$ cat src/rtl/ndc_pkg.sv
// Shared types and constants for the nested delimiter counter.
// Used by ndc_cell, ndc_rsp_queue and nested_delimiter_counter_core.
package ndc_pkg;

   // default sizes
   localparam int MAX_LEVELS_DEF  = 16;
   localparam int COUNT_BITS_DEF  = 16;
   localparam int RSP_COUNT_BITS  = 16;
   localparam int CHAR_BITS       = 8;
   localparam int QUEUE_DEPTH     = 4;

   // configuration port
   localparam int CSR_INDEX_BITS = 3;
   localparam logic [CSR_INDEX_BITS-1:0] CSR_CONSTRUCT      = 3'd0;
   localparam logic [CSR_INDEX_BITS-1:0] CSR_CONSTITUENT    = 3'd1;
   localparam logic [CSR_INDEX_BITS-1:0] CSR_SUBCONSTITUENT = 3'd2;
   localparam logic [CSR_INDEX_BITS-1:0] CSR_NEST_OPEN      = 3'd3;
   localparam logic [CSR_INDEX_BITS-1:0] CSR_NEST_CLOSE     = 3'd4;

   // mark values after reset
   localparam logic [CHAR_BITS-1:0] CONSTRUCT_RST      = 8'd43;
   localparam logic [CHAR_BITS-1:0] CONSTITUENT_RST    = 8'd32;
   localparam logic [CHAR_BITS-1:0] SUBCONSTITUENT_RST = 8'd42;
   localparam logic [CHAR_BITS-1:0] NEST_OPEN_RST      = 8'd123;
   localparam logic [CHAR_BITS-1:0] NEST_CLOSE_RST     = 8'd125;

   typedef enum logic [2:0] {
      STATUS_OK              = 3'd0,
      STATUS_UNBALANCED      = 3'd1,
      STATUS_BAD_CONSTRUCT   = 3'd2,
      STATUS_BAD_CONSTITUENT = 3'd3,
      STATUS_OVERFLOW        = 3'd4
   } status_type;

   typedef enum logic {
      KIND_COUNT  = 1'b0,
      KIND_STATUS = 1'b1
   } kind_type;

   // command from the control logic to one stack cell
   typedef struct packed {
      logic clear;     // end of text: drop everything
      logic push;      // take the value of the cell above
      logic pop;       // take the value of the cell below
      logic zero;      // top only: construct closed
      logic inc_con;   // top only
      logic inc_sub;   // top only
   } cell_cmd_type;

   // one response record
   typedef struct packed {
      kind_type                  kind;
      logic [RSP_COUNT_BITS-1:0] con;
      logic [RSP_COUNT_BITS-1:0] sub;
      status_type                status;
      logic                      last;
   } rsp_rec_type;

endpackage

$ cat src/rtl/ndc_cell.sv
// One level of the counter stack: a constituent and a subconstituent counter.
// Depends on ndc_pkg; chained in nested_delimiter_counter_core.
module ndc_cell import ndc_pkg::*; #(
   parameter int COUNT_BITS = COUNT_BITS_DEF
) (
   input  logic                  clock,
   input  logic                  reset,
   input  cell_cmd_type          cmd,
   input  logic [COUNT_BITS-1:0] above_con,
   input  logic [COUNT_BITS-1:0] above_sub,
   input  logic [COUNT_BITS-1:0] below_con,
   input  logic [COUNT_BITS-1:0] below_sub,
   output logic [COUNT_BITS-1:0] con,
   output logic [COUNT_BITS-1:0] sub
);

   logic [COUNT_BITS-1:0] con_ff, con_in;
   logic [COUNT_BITS-1:0] sub_ff, sub_in;

   // clear, shift along the chain, or count in place at the top
   always_comb begin
      con_in = con_ff;
      sub_in = sub_ff;
      if (cmd.clear || cmd.zero) begin
         con_in = '0;
         sub_in = '0;
      end else if (cmd.push) begin
         con_in = above_con;
         sub_in = above_sub;
      end else if (cmd.pop) begin
         con_in = below_con;
         sub_in = below_sub;
      end else begin
         // saturating counts
         if (cmd.inc_con && (con_ff != '1)) con_in = con_ff + 1'b1;
         if (cmd.inc_sub && (sub_ff != '1)) sub_in = sub_ff + 1'b1;
      end
   end

   always_ff @(posedge clock) begin
      if (reset) begin
         con_ff <= '0;
         sub_ff <= '0;
      end else begin
         con_ff <= con_in;
         sub_ff <= sub_in;
      end
   end

   assign con = con_ff;
   assign sub = sub_ff;

endmodule

$ cat src/rtl/ndc_rsp_queue.sv
// Shifting response queue: takes up to two records a cycle, gives one on each read.
// Depends on ndc_pkg; used by nested_delimiter_counter_core.
module ndc_rsp_queue import ndc_pkg::*; #(
   parameter int DEPTH = QUEUE_DEPTH,
   localparam int CNT_W = $clog2(DEPTH + 1)
) (
   input  logic             clock,
   input  logic             reset,
   input  logic [1:0]       wr_count,   // records written this cycle
   input  rsp_rec_type      wr_a,
   input  rsp_rec_type      wr_b,
   input  logic             rd,
   output rsp_rec_type      head,
   output logic [CNT_W-1:0] fill
);

   rsp_rec_type      entry_ff [DEPTH];
   rsp_rec_type      entry_in [DEPTH];
   logic [CNT_W-1:0] fill_ff, fill_in;
   logic [CNT_W-1:0] base;

   assign base = fill_ff - CNT_W'(rd);

   // each entry moves one place towards the head on a read and
   // picks up a new record when it is the next free place
   always_comb begin
      for (int i = 0; i < DEPTH; i++) begin
         if (rd && (i < DEPTH - 1)) entry_in[i] = entry_ff[(i + 1) % DEPTH];
         else                       entry_in[i] = entry_ff[i];
         if ((wr_count != 2'd0) && (CNT_W'(i) == base))
            entry_in[i] = wr_a;
         else if ((wr_count == 2'd2) && (CNT_W'(i) == base + 1'b1))
            entry_in[i] = wr_b;
      end
      fill_in = base + CNT_W'(wr_count);
   end

   always_ff @(posedge clock) begin
      for (int i = 0; i < DEPTH; i++) entry_ff[i] <= entry_in[i];
   end

   always_ff @(posedge clock) begin
      if (reset) fill_ff <= '0;
      else       fill_ff <= fill_in;
   end

   assign head = entry_ff[0];
   assign fill = fill_ff;

endmodule

$ cat src/rtl/nested_delimiter_counter_core.sv
// Nested delimiter counter: counts constituent and subconstituent marks
// per nesting level of annotated text and checks the delimiter structure.
// Request channel: one text byte (req_character) and an end-of-text flag
// (req_final_req) per request, taken when req_valid is high and req_stall
// low. Response channel: count records (rsp_kind 0) for every well-formed
// closed construct while no error is latched, and one status record
// (rsp_kind 1, rsp_last_of_run 1) after the last byte of each text. A nonzero
// status means the count records of that text must be thrown away.
// Throughput: one request per cycle while req_stall is low. A request may
// cause two responses; they drain one per cycle, while rsp_stall is low,
// through a four-entry queue, and req_stall rises when fewer than two places
// are free, so the response side sets the pace. The stack is a chain of
// counter cells, the top cell holding the current level; open and close
// marks shift the whole chain by one place. Reset (synchronous) restores the
// default marks and empties stack and queue; no clearing pass is needed.
// A stalled response holds until taken. The user must write the marks through
// csr_write/csr_index/csr_data only while idle; the core does not enforce it.
module nested_delimiter_counter_core import ndc_pkg::*; #(
   parameter int MAX_LEVELS = MAX_LEVELS_DEF,
   parameter int COUNT_BITS = COUNT_BITS_DEF
) (
   input  logic                      clock,
   input  logic                      reset,
   // request channel
   input  logic                      req_valid,
   output logic                      req_stall,
   input  logic [CHAR_BITS-1:0]      req_character,
   input  logic                      req_final_req,
   // response channel
   output logic                      rsp_valid,
   input  logic                      rsp_stall,
   output logic                      rsp_kind,
   output logic [RSP_COUNT_BITS-1:0] rsp_constituent_count,
   output logic [RSP_COUNT_BITS-1:0] rsp_subconstituent_count,
   output logic [2:0]                rsp_status,
   output logic                      rsp_last_of_run,
   // configuration
   input  logic                      csr_write,
   input  logic [CSR_INDEX_BITS-1:0] csr_index,
   input  logic [CHAR_BITS-1:0]      csr_data
);

   localparam int LEVEL_BITS = $clog2(MAX_LEVELS);
   localparam int FILL_W     = $clog2(QUEUE_DEPTH + 1);
   localparam logic [LEVEL_BITS-1:0] TOP_LEVEL = LEVEL_BITS'(MAX_LEVELS - 1);

   logic [CHAR_BITS-1:0] construct_ff, constituent_ff, subconstituent_ff;
   logic [CHAR_BITS-1:0] open_ff, close_ff;

   logic [LEVEL_BITS-1:0] level_ff, level_in;
   logic [CHAR_BITS-1:0]  prev_ff, prev_in, prev2_ff, prev2_in;
   status_type            error_ff, error_in, error_mid;

   logic req_fire, rsp_fire;
   logic is_open, is_close, is_cons, is_con, is_sub;
   logic do_push, do_pop, bad_cons, emit_cnt;

   cell_cmd_type          top_cmd, rest_cmd;
   logic [COUNT_BITS-1:0] con_q [MAX_LEVELS + 1];
   logic [COUNT_BITS-1:0] sub_q [MAX_LEVELS + 1];

   rsp_rec_type       rec_cnt, rec_stat, wr_a, wr_b, head;
   logic [1:0]        wr_count;
   logic [FILL_W-1:0] fill;

   assign req_fire = req_valid && !req_stall;
   assign rsp_fire = rsp_valid && !rsp_stall;

   // mark registers
   always_ff @(posedge clock) begin
      if (reset) begin
         construct_ff      <= CONSTRUCT_RST;
         constituent_ff    <= CONSTITUENT_RST;
         subconstituent_ff <= SUBCONSTITUENT_RST;
         open_ff           <= NEST_OPEN_RST;
         close_ff          <= NEST_CLOSE_RST;
      end else if (csr_write) begin
         case (csr_index)
            CSR_CONSTRUCT:      construct_ff      <= csr_data;
            CSR_CONSTITUENT:    constituent_ff    <= csr_data;
            CSR_SUBCONSTITUENT: subconstituent_ff <= csr_data;
            CSR_NEST_OPEN:      open_ff           <= csr_data;
            CSR_NEST_CLOSE:     close_ff          <= csr_data;
            default: ;
         endcase
      end
   end

   // decode: first matching mark wins
   assign is_open  = (req_character == open_ff);
   assign is_close = !is_open && (req_character == close_ff);
   assign is_cons  = !is_open && !is_close && (req_character == construct_ff);
   assign is_con   = !is_open && !is_close && !is_cons &&
                     (req_character == constituent_ff);
   assign is_sub   = !is_open && !is_close && !is_cons && !is_con &&
                     (req_character == subconstituent_ff);

   assign bad_cons = (prev_ff != constituent_ff) || (prev2_ff != subconstituent_ff);
   assign do_push  = req_fire && is_open && (level_ff != TOP_LEVEL);
   assign do_pop   = req_fire && is_close && (level_ff != '0);
   assign emit_cnt = req_fire && is_cons && !bad_cons && (error_ff == STATUS_OK);

   // structure check, level and character history
   always_comb begin
      error_mid = error_ff;
      if (error_ff == STATUS_OK) begin
         if (is_open && (level_ff == TOP_LEVEL))  error_mid = STATUS_OVERFLOW;
         else if (is_close && (level_ff == '0))   error_mid = STATUS_UNBALANCED;
         else if (is_cons && bad_cons)            error_mid = STATUS_BAD_CONSTRUCT;
         else if (is_con && (prev_ff != subconstituent_ff))
            error_mid = STATUS_BAD_CONSTITUENT;
      end

      level_in = level_ff;
      if (do_push)     level_in = level_ff + 1'b1;
      else if (do_pop) level_in = level_ff - 1'b1;

      // open levels left at the end of the text
      if ((error_mid == STATUS_OK) && (level_in != '0) && req_final_req)
         error_mid = STATUS_UNBALANCED;

      error_in = error_ff;
      prev_in  = prev_ff;
      prev2_in = prev2_ff;
      if (req_fire) begin
         error_in = error_mid;
         prev_in  = req_character;
         prev2_in = prev_ff;
         if (req_final_req) begin
            level_in = '0;
            error_in = STATUS_OK;
            prev_in  = '0;
            prev2_in = '0;
         end
      end
   end

   always_ff @(posedge clock) begin
      if (reset) begin
         level_ff <= '0;
         error_ff <= STATUS_OK;
         prev_ff  <= '0;
         prev2_ff <= '0;
      end else begin
         level_ff <= level_in;
         error_ff <= error_in;
         prev_ff  <= prev_in;
         prev2_ff <= prev2_in;
      end
   end

   // commands for the cell chain
   always_comb begin
      rest_cmd         = '0;
      rest_cmd.clear   = req_fire && req_final_req;
      rest_cmd.push    = do_push;
      rest_cmd.pop     = do_pop;
      top_cmd          = rest_cmd;
      top_cmd.zero     = req_fire && is_cons;
      top_cmd.inc_con  = req_fire && is_con;
      top_cmd.inc_sub  = req_fire && is_sub;
   end

   // chain of stack cells; cell 0 is the current level
   assign con_q[MAX_LEVELS] = '0;
   assign sub_q[MAX_LEVELS] = '0;

   for (genvar i = 0; i < MAX_LEVELS; i++) begin : g_cell
      if (i == 0) begin : g_top
         ndc_cell #(.COUNT_BITS(COUNT_BITS)) u_cell (
            .clock     (clock),
            .reset     (reset),
            .cmd       (top_cmd),
            .above_con ('0),
            .above_sub ('0),
            .below_con (con_q[1]),
            .below_sub (sub_q[1]),
            .con       (con_q[0]),
            .sub       (sub_q[0])
         );
      end else begin : g_rest
         ndc_cell #(.COUNT_BITS(COUNT_BITS)) u_cell (
            .clock     (clock),
            .reset     (reset),
            .cmd       (rest_cmd),
            .above_con (con_q[i-1]),
            .above_sub (sub_q[i-1]),
            .below_con (con_q[i+1]),
            .below_sub (sub_q[i+1]),
            .con       (con_q[i]),
            .sub       (sub_q[i])
         );
      end
   end

   // response records
   always_comb begin
      rec_cnt.kind   = KIND_COUNT;
      rec_cnt.con    = RSP_COUNT_BITS'({{RSP_COUNT_BITS{1'b0}}, con_q[0]});
      rec_cnt.sub    = RSP_COUNT_BITS'({{RSP_COUNT_BITS{1'b0}}, sub_q[0]});
      rec_cnt.status = STATUS_OK;
      rec_cnt.last   = 1'b0;

      rec_stat.kind   = KIND_STATUS;
      rec_stat.con    = '0;
      rec_stat.sub    = '0;
      rec_stat.status = error_mid;
      rec_stat.last   = 1'b1;

      wr_a     = emit_cnt ? rec_cnt : rec_stat;
      wr_b     = rec_stat;
      wr_count = 2'(emit_cnt) + 2'(req_fire && req_final_req);
   end

   ndc_rsp_queue #(.DEPTH(QUEUE_DEPTH)) u_queue (
      .clock    (clock),
      .reset    (reset),
      .wr_count (wr_count),
      .wr_a     (wr_a),
      .wr_b     (wr_b),
      .rd       (rsp_fire),
      .head     (head),
      .fill     (fill)
   );

   // room for two records is needed before a request is taken
   assign req_stall = (fill > FILL_W'(QUEUE_DEPTH - 2));

   assign rsp_valid                = (fill != '0);
   assign rsp_kind                 = head.kind;
   assign rsp_constituent_count    = head.con;
   assign rsp_subconstituent_count = head.sub;
   assign rsp_status               = head.status;
   assign rsp_last_of_run          = head.last;

   // end of text leaves a clean run state
   a_final_clears: assert property (@(posedge clock) disable iff (reset)
      req_fire && req_final_req |=> (level_ff == '0) && (error_ff == STATUS_OK))
      else $error("run state not cleared after last character");

   // a request that produces a record shows a response next cycle
   a_record_shows: assert property (@(posedge clock) disable iff (reset)
      req_fire && (emit_cnt || req_final_req) |=> rsp_valid)
      else $error("record lost");

   // a latched error holds until the end of the text
   a_error_holds: assert property (@(posedge clock) disable iff (reset)
      (error_ff != STATUS_OK) && !(req_fire && req_final_req) |=>
      error_ff == $past(error_ff))
      else $error("latched error changed");

   // no count record while an error is latched
   a_no_count_after_error: assert property (@(posedge clock) disable iff (reset)
      (error_ff != STATUS_OK) |-> !emit_cnt)
      else $error("count record after error");

endmodule

$ cat config.mk
export PLATFORM = sky130hd
export DESIGN_NAME = nested_delimiter_counter_core
export DESIGN_NICKNAME = d
export VERILOG_FILES = /design/src/rtl/ndc_pkg.sv /design/src/rtl/ndc_cell.sv /design/src/rtl/ndc_rsp_queue.sv /design/src/rtl/nested_delimiter_counter_core.sv
export SDC_FILE = /design/constraint.sdc
export NUM_CORES = 1
export LEC_CHECK = 0
export ABC_AREA = 1
export BUFFER_PORTS_ARGS = -buffer_cell sky130_fd_sc_hd__buf_2
export CORE_ASPECT_RATIO = 0.9
export CORE_MARGIN = 4
export CORE_UTILIZATION = 55
export CTS_CLUSTER_DIAMETER = 100
export DETAILED_ROUTE_END_ITERATION = 8
export GPL_TIMING_DRIVEN = 0
export PLACE_DENSITY = 0.78
export SYNTH_ARGS = -nofsm -noshare
export SYNTH_HDL_FRONTEND = slang
export SYNTH_SLANG_ARGS = --single-unit
$ cat constraint.sdc
create_clock -name clock -period 7.1 [get_ports clock]
set_input_delay 1.065 -clock clock [delete_from_list [all_inputs] [get_ports clock]]
set_output_delay 1.065 -clock clock [all_outputs]
set_load 0.05 [all_outputs]
==> results.py, run 1 <==
metrics = {
    "route": {
        "drt_iter0_drc": 3955,
        "post-route-drc-count": 0,
        "drt-wirelength-per-cell_um": 18.5,
        "drt-vias-per-instance": 5.81,
        "drt.antenna.violating_nets": 0,
        "drt_pre_antenna_iters": 6,
        "postRouteWirelength_um": 98500,
        "vias": 31000,
    },
    "place": {
        "place.port_buffers": 54,
        "worst_slack_at_placement_ns": 2.19,
        "place_hpwl_um": 73300,
        "globalplace.congestion": 1.01,
    },
    "grt": {
        "globalRouteMet3Util_pct": 6.46,
        "grt_overflow_total": 0,
        "grt_first_pass_wirelength_um": 153000,
        "gr-usage-met1_pct": 44.3,
        "grt_util_all_layers_pct": 29.9,
        "top_usage_layer": "met1",
        "grt_antenna_before_repair": 0,
        "met2_usage_pct": 44.1,
        "vias_in_the_first_global_route": 27500,
        "grt_start_max_net_pins": 37,
    },
    "floorplanning": {
        "row_count": 84,
        "die_w_um": 266,
        "die_extent_in_y_um": 241,
        "io_pins": 64,
        "core_region_area_um2": 59000,
        "initial_core_util_pct": 56.0,
        "design.die.area_um2": 64100,
    },
    "timing": {
        "finalWorstPathRequiredPeriod_ns": 4.32,
        "report.final.setup_viol": 0,
        "finClkSkew_ns": 0.0299,
        "timing.setup.tns_ns": 0,
        "timing.max_slew.rel_slack_pct": 28.0,
        "worst_margin_pin_slew_ns": 1.07,
        "unrepaired_setup_endpoints_after_global_routing": "false",
        "finalHoldViolCount": 0,
        "maxSlewViolCount": 0,
        "final_min_period_over_clock_period_pct": 60.9,
        "setup_slack_ns": 2.78,
        "max_freq_mhz": 231,
    },
    "logic_synthesis": {
        "post_synth.cell_area_avg_um2": 7.57,
        "netlist_area_um2": 33000,
        "syn-instance-count": 4366,
        "synth.distinct_cells": 43,
        "syn_nets": 4404,
        "synth-edff-count": 144,
        "synth-warning-count": 0,
        "async_reset_ff_share_pct": 0,
        "synth_seq_cells": 722,
        "synth_top_flop_cell": "sky130_fd_sc_hd__dfxtp_1",
        "sequential_element_share_of_the_synthesized_area_pct": 48.1,
    },
    "worst_setup_path": {
        "crit_family": "simple AND/OR/NAND/NOR gates",
        "critPathMaxFanout": 36,
        "critPathBufInv": 5,
        "timing.critical_path.required_ns": 7.19,
        "start_kind": "input port",
        "end_kind": "register",
        "timing.critical_path.arrival_ns": 4.42,
        "worstPathCellList": "buf_4 -> inv_2 -> nand2_1 -> nand2_1 -> nor2_1 -> nand2_1 -> nor2_2 -> nor2_2 -> nand2_2 -> nor2_4 -> nand2_2 -> inv_1 -> ha_1 -> nand2_1 -> inv_1 -> nand2_1 -> clkbuf_1 -> nand3_2",
        "cpPeakStageDelay_ns": 0.75,
        "critical_path_class": "in -> reg",
        "cell_repeated_most_along_the_worst_path": "sky130_fd_sc_hd__nand2_1",
        "worst_path_slowest_cell": "sky130_fd_sc_hd__nand3_2",
    },
    "clock_tree": {
        "clock_sink_count": 722,
        "cts_max_path_buffers": 3,
        "postCtsHoldBufs": 0,
        "root_buffer": "sky130_fd_sc_hd__clkbuf_16",
        "post_cts_repair_timing_setup_buffer_count": 0,
        "cts_tree": "done",
        "clock_tree.htree_level_count": 3,
        "clk_pin_slew_ns": 0.06,
        "cts-buffers-inserted": 73,
        "cts_resized": 0,
        "clk_latency_ns": 0.63,
    },
    "pwr": {
        "peakVddDrop_v": 0.000202,
        "design_power_total_mw": 9.86,
        "power.leakage_nw": 12.7,
        "powerDensity_nw_per_um2": 269,
    },
    "cells_and_area": {
        "fill_cells": 5179,
        "areaGrowthSynthToFinish_pct": 11.0,
        "nNetsFinal": 4535,
        "post_route_cells_drive_above_1_share_pct": 7.81,
    },
    "run": {
        "drv_cap": 0,
    },
    "hold_path": {
        "hold_class": "reg -> reg",
    },
    "status": {
        "run_status": "finished clean",
    },
}
-- flip-flops by register name, indices dropped and copies added (netlist names), 16 cells and up --
register,flops
g_cell.g_top.u_cell.sub,16
u_queue.entry_ff,144
g_cell.g_rest.u_cell.sub,240
g_cell.g_rest.u_cell.con,240
g_cell.g_top.u_cell.con,16
-- per-stage QoR --
step	utilization, %	std cells	hold WS (ns)	instance area (um2)
after floorplan	-	4366	0.436	33000
after global placement	58.1	5194	0.454	34300
after detailed placement	58.2	5196	0.452	34300
after CTS	62.2	5330	0.462	36700
after global routing	62.2	5330	0.483	36700
final	62.2	5331	0.463	36700
-- cell usage after synthesis (2+ instances only) --
library cell | number | share of area, %
sky130_fd_sc_hd__clkinv_1 | 6 | 0.068
sky130_fd_sc_hd__a211oi_1 | 2 | 0.045
sky130_fd_sc_hd__buf_4 | 16 | 0.36
sky130_fd_sc_hd__o22ai_1 | 13 | 0.25
sky130_fd_sc_hd__nand3_1 | 137 | 2.1
sky130_fd_sc_hd__nor2_1 | 161 | 1.8
sky130_fd_sc_hd__inv_1 | 536 | 6.1
sky130_fd_sc_hd__dfxtp_1 | 578 | 35
sky130_fd_sc_hd__o211ai_1 | 8 | 0.18
sky130_fd_sc_hd__nor4_1 | 5 | 0.095
sky130_fd_sc_hd__buf_6 | 25 | 0.85
sky130_fd_sc_hd__a21oi_1 | 521 | 7.9
sky130_fd_sc_hd__nor3_1 | 16 | 0.24
sky130_fd_sc_hd__a221oi_1 | 32 | 0.85
sky130_fd_sc_hd__o21ai_1 | 67 | 1.0
sky130_fd_sc_hd__nor2_4 | 2 | 0.068
sky130_fd_sc_hd__buf_1 | 2 | 0.023
sky130_fd_sc_hd__inv_2 | 16 | 0.18
sky130_fd_sc_hd__nor2_2 | 7 | 0.13
sky130_fd_sc_hd__ha_1 | 12 | 0.45
sky130_fd_sc_hd__xor2_1 | 42 | 1.1
sky130_fd_sc_hd__o221ai_1 | 12 | 0.32
sky130_fd_sc_hd__buf_2 | 103 | 1.6
sky130_fd_sc_hd__nand3_2 | 5 | 0.15
sky130_fd_sc_hd__nand2_1 | 714 | 8.1
sky130_fd_sc_hd__edfxtp_1 | 144 | 13
sky130_fd_sc_hd__nand4_1 | 15 | 0.28
sky130_fd_sc_hd__nand2_2 | 7 | 0.13
sky130_fd_sc_hd__clkbuf_1 | 175 | 2.0
sky130_fd_sc_hd__o21ai_0 | 948 | 14
sky130_fd_sc_hd__a22oi_1 | 3 | 0.068
sky130_fd_sc_hd__xnor2_1 | 25 | 0.66
-- layout make-up --
class                      instances  area, um2  area share, %
buffer                           322       1600           4.35
inverter                         558       2090           5.71
sequential                       722      15900           43.3
tap                              774        968           2.64
antenna                            1       2.50        0.00682
clock inverter                    20        174          0.474
timing repair buffer              56        310          0.846
multi-input combinational       2764      13500           36.7
clock buffer                     114       2160           5.90
-- layer usage --
metal  part of all wire [%]  vias up
met2                     42     1515
li1                       -    14800
met1                     44    14500
met4                    3.2        0
met3                     11      201
met5                      0        -
-- worst register-to-register path: stages (launching register included) --
cell	delay (ns)
sky130_fd_sc_hd__dfxtp_1	0.36
sky130_fd_sc_hd__inv_1	0.07
sky130_fd_sc_hd__nand2_1	0.06
sky130_fd_sc_hd__nand2_1	0.05
sky130_fd_sc_hd__nor2_1	0.18
sky130_fd_sc_hd__nand2_1	0.10
sky130_fd_sc_hd__nor2_2	0.24
sky130_fd_sc_hd__nor2_2	0.10
sky130_fd_sc_hd__nand2_2	0.13
sky130_fd_sc_hd__nor2_4	0.06
sky130_fd_sc_hd__nand2_2	0.12
sky130_fd_sc_hd__inv_1	0.10
sky130_fd_sc_hd__ha_1	0.20
sky130_fd_sc_hd__nand2_1	0.16
sky130_fd_sc_hd__inv_1	0.07
sky130_fd_sc_hd__nand2_1	0.34
sky130_fd_sc_hd__clkbuf_1	0.43
sky130_fd_sc_hd__nand3_2	0.75
-- cell families after synthesis --
family / synth area share (%)
compound gates: 25.0
xor+xnor: 1.83
simple gates: 13.4
flops: 48.1
fa+ha+maj: 0.515
buf+inv: 11.2
-- where the power goes --
group | switching, mW | internal (mW)
registers | 0.0766 | 4.56
logic | 1.06 | 0.337
clock network | 1.68 | 2.15
-- cells in the final DEF (no fill, tap or decap), drive strengths merged, types with 12 or more instances in the layout --
master,n
o221ai,12
nand4,15
o21ai,1015
nand2,721
nor3,18
inv,557
xnor2,25
nand3,143
buf,203
edfxtp,144
o22ai,13
a221oi,32
nor2,170
xor2,43
dfxtp,578
ha,12
clkinv,20
clkbuf,289
a21oi,521
-- final timing paths --
kind / startpoint / end / slack [ns] / depth (start not counted)
hold reg to reg: g_cell[9].g_rest.u_cell.con[15] / g_cell[9].g_rest.u_cell.con[15] / 0.46 / 2
setup reg to reg: open_ff[5] / u_queue.entry_ff[0][6] / 3.04 / 17
hold / removal: g_cell[9].g_rest.u_cell.con[15] / g_cell[9].g_rest.u_cell.con[15] / 0.46 / 2
setup / recovery: req_character[5] / u_queue.entry_ff[0][6] / 2.78 / 18
Note: power is estimated with default switching activity, not from simulation.
==> run 2: changes to the inputs <==
==> constraint.sdc (replaced) <==
create_clock -name clock -period 4.01 [get_ports clock]
set_input_delay 0.6015 -clock clock [delete_from_list [all_inputs] [get_ports clock]]
set_output_delay 0.6015 -clock clock [all_outputs]
set_load 0.05 [all_outputs]
==> results.py, run 2 (synthesis results as in run 1) <==
metrics = {
    "timing": {
        "max_freq_mhz": 278,
        "report.final.setup_viol": 0,
        "timing.max_slew.rel_slack_pct": 27.2,
        "maxSlewViolCount": 0,
        "finalWorstPathRequiredPeriod_ns": 3.59,
        "final_min_period_over_clock_period_pct": 89.6,
        "timing.setup.tns_ns": 0,
        "unrepaired_setup_endpoints_after_global_routing": "false",
        "finalHoldViolCount": 0,
        "finClkSkew_ns": 0.0286,
        "worst_margin_pin_slew_ns": 1.08,
    },
    "place": {
        "place_hpwl_um": 73200,
        "globalplace.congestion": 1.03,
        "place.port_buffers": 54,
    },
    "route": {
        "drt.antenna.violating_nets": 0,
        "drt_iter0_drc": 4480,
        "drt-vias-per-instance": 5.84,
        "vias": 31100,
        "post-route-drc-count": 0,
        "drt_pre_antenna_iters": 6,
        "drt-wirelength-per-cell_um": 18.7,
        "postRouteWirelength_um": 99900,
    },
    "worst_setup_path": {
        "start_kind": "register",
        "critPathBufInv": 4,
        "worst_path_slowest_cell": "sky130_fd_sc_hd__clkbuf_1",
        "end_kind": "register",
        "worstPathCellList": "inv_1 -> nand2_1 -> nand2_1 -> nor2_1 -> nand2_1 -> nor2_2 -> nor2_2 -> nand2_2 -> nor2_4 -> nand2_2 -> inv_1 -> ha_1 -> nand2_1 -> nor2_1 -> inv_2 -> clkbuf_1 -> nand3_4",
        "critical_path_class": "reg -> reg",
        "cpPeakStageDelay_ns": 0.54,
        "crit_family": "simple AND/OR/NAND/NOR gates",
        "cell_repeated_most_along_the_worst_path": "sky130_fd_sc_hd__nand2_1",
        "timing.critical_path.required_ns": 4.27,
        "critPathMaxFanout": 18,
        "timing.critical_path.arrival_ns": 3.86,
    },
    "clock_tree": {
        "clk_pin_slew_ns": 0.06,
        "clock_tree.htree_level_count": 3,
        "clock_sink_count": 722,
        "post_cts_repair_timing_setup_buffer_count": 0,
        "root_buffer": "sky130_fd_sc_hd__clkbuf_16",
        "cts-buffers-inserted": 74,
        "cts_max_path_buffers": 3,
        "clk_latency_ns": 0.63,
        "cts_tree": "done",
    },
    "cells_and_area": {
        "post_route_cells_drive_above_1_share_pct": 8.12,
        "nNetsFinal": 4538,
        "final-seq-area_um2": 15900,
        "fill_cells": 5107,
        "areaGrowthSynthToFinish_pct": 11.7,
        "multi_input_comb_area_um2": 13600,
        "most-common-layout-cells": "sky130_fd_sc_hd__o21ai_0, sky130_fd_sc_hd__nand2_1, sky130_fd_sc_hd__dfxtp_1, sky130_fd_sc_hd__inv_1, sky130_fd_sc_hd__a21oi_1",
        "commonest_non_fill_non_tap_cell_in_the_layout": "sky130_fd_sc_hd__o21ai_0",
        "finalCoreUtilization_pct": 62.6,
    },
    "grt": {
        "vias_in_the_first_global_route": 27600,
        "grt_antenna_before_repair": 1,
        "grt_start_max_net_pins": 37,
        "grt_overflow_total": 0,
        "grt_first_pass_wirelength_um": 153000,
        "grt_util_all_layers_pct": 30.0,
    },
    "status": {
        "run_status": "finished clean",
    },
    "floorplanning": {
        "row_count": 84,
        "die_w_um": 266,
        "die_extent_in_y_um": 241,
        "initial_core_util_pct": 56.0,
        "design.die.area_um2": 64100,
        "io_pins": 64,
        "core_region_area_um2": 59000,
    },
    "hold_path": {
        "hold_class": "in -> reg",
    },
    "pwr": {
        "peakVddDrop_v": 0.000398,
        "powerDensity_nw_per_um2": 485,
        "power.leakage_nw": 12.8,
    },
    "run": {
        "drv_cap": 0,
    },
}
run 2: cell count changes in the layout (fill, tap and decap cells not counted), sizes merged:
| cell | change |
|---|---|
| clkinvlp | +1 |
| bufinv | +4 |
| diode | +1 |
| clkbuf | -5 |
| inv | -1 |
| buf | -1 |
| clkinv | +2 |
| nand3 | +3 |
run 2: worst paths after layout:
path	cells past startpoint	from	endpoint	slack, ns
setup reg to reg	17	open_ff[4]	u_queue.entry_ff[2][13]	0.42
hold reg to reg	2	g_cell[10].g_rest.u_cell.con[15]	g_cell[10].g_rest.u_cell.con[15]	0.46
setup / recovery	17	open_ff[4]	u_queue.entry_ff[2][13]	0.42
hold / removal	3	csr_data[5]	constituent_ff[5]	0.30
run 2: worst register-to-register path: cells and delay by family (launching register included):
| family | cells | cell delay (ns) |
|---|---|---|
| simple gates | 12 | 1.73 |
| flops | 1 | 0.35 |
| buf+inv | 4 | 0.94 |
| fa+ha+maj | 1 | 0.22 |
run 2: power by group:
group / internal, mW / switching (mW)
logic: 0.601 / 1.95
clock network: 4.17 / 2.97
registers: 8.06 / 0.141
total: 12.8 / 5.06
run 2: area by class of cell:
type,instances,share of cell area [%]
antenna,2,0.0136
buffer,322,4.33
clock buffer,109,6.01
clock inverter,26,0.800
inverter,558,5.67
multi-input combinational,2767,36.7
sequential,722,43.1
tap,774,2.62
timing repair buffer,55,0.786
run 2: routing by layer:
| layer | up-vias | part of all wire, % | global-route usage [%] |
|---|---|---|---|
| met5 | - | 0 | 0 |
| met4 | 0 | 3.3 | 9.84 |
| met2 | 1664 | 42 | 44.3 |
| met3 | 221 | 12 | 7.42 |
| li1 | 14800 | - | - |
| met1 | 14500 | 43 | 43.4 |
run 2: what timing repair did:
item | in CTS | in global routing
hold buffers | 0 | 0
cloned | 0 | 3
pin swaps | 0 | 2
setup endpoints to repair | 108 | 108
resized for setup | 3 | 7
run 2: stage by stage:
| step | setup slack [ns] | instance area [um2] | power (mW) | hold WS, ns | std cells |
|---|---|---|---|---|---|
| after global placement | -0.959 | 34300 | 10.7 | 0.456 | 5194 |
| after global routing | 0.0554 | 36900 | 18.5 | 0.297 | 5334 |
| after detailed placement | -0.491 | 34300 | 10.8 | 0.460 | 5195 |
| after floorplan | 0.0486 | 33000 | 10.1 | 0.436 | 4366 |
| after CTS | 0.221 | 36900 | 17.8 | 0.273 | 5330 |
| final | 0.415 | 36900 | 17.9 | 0.303 | 5335 |
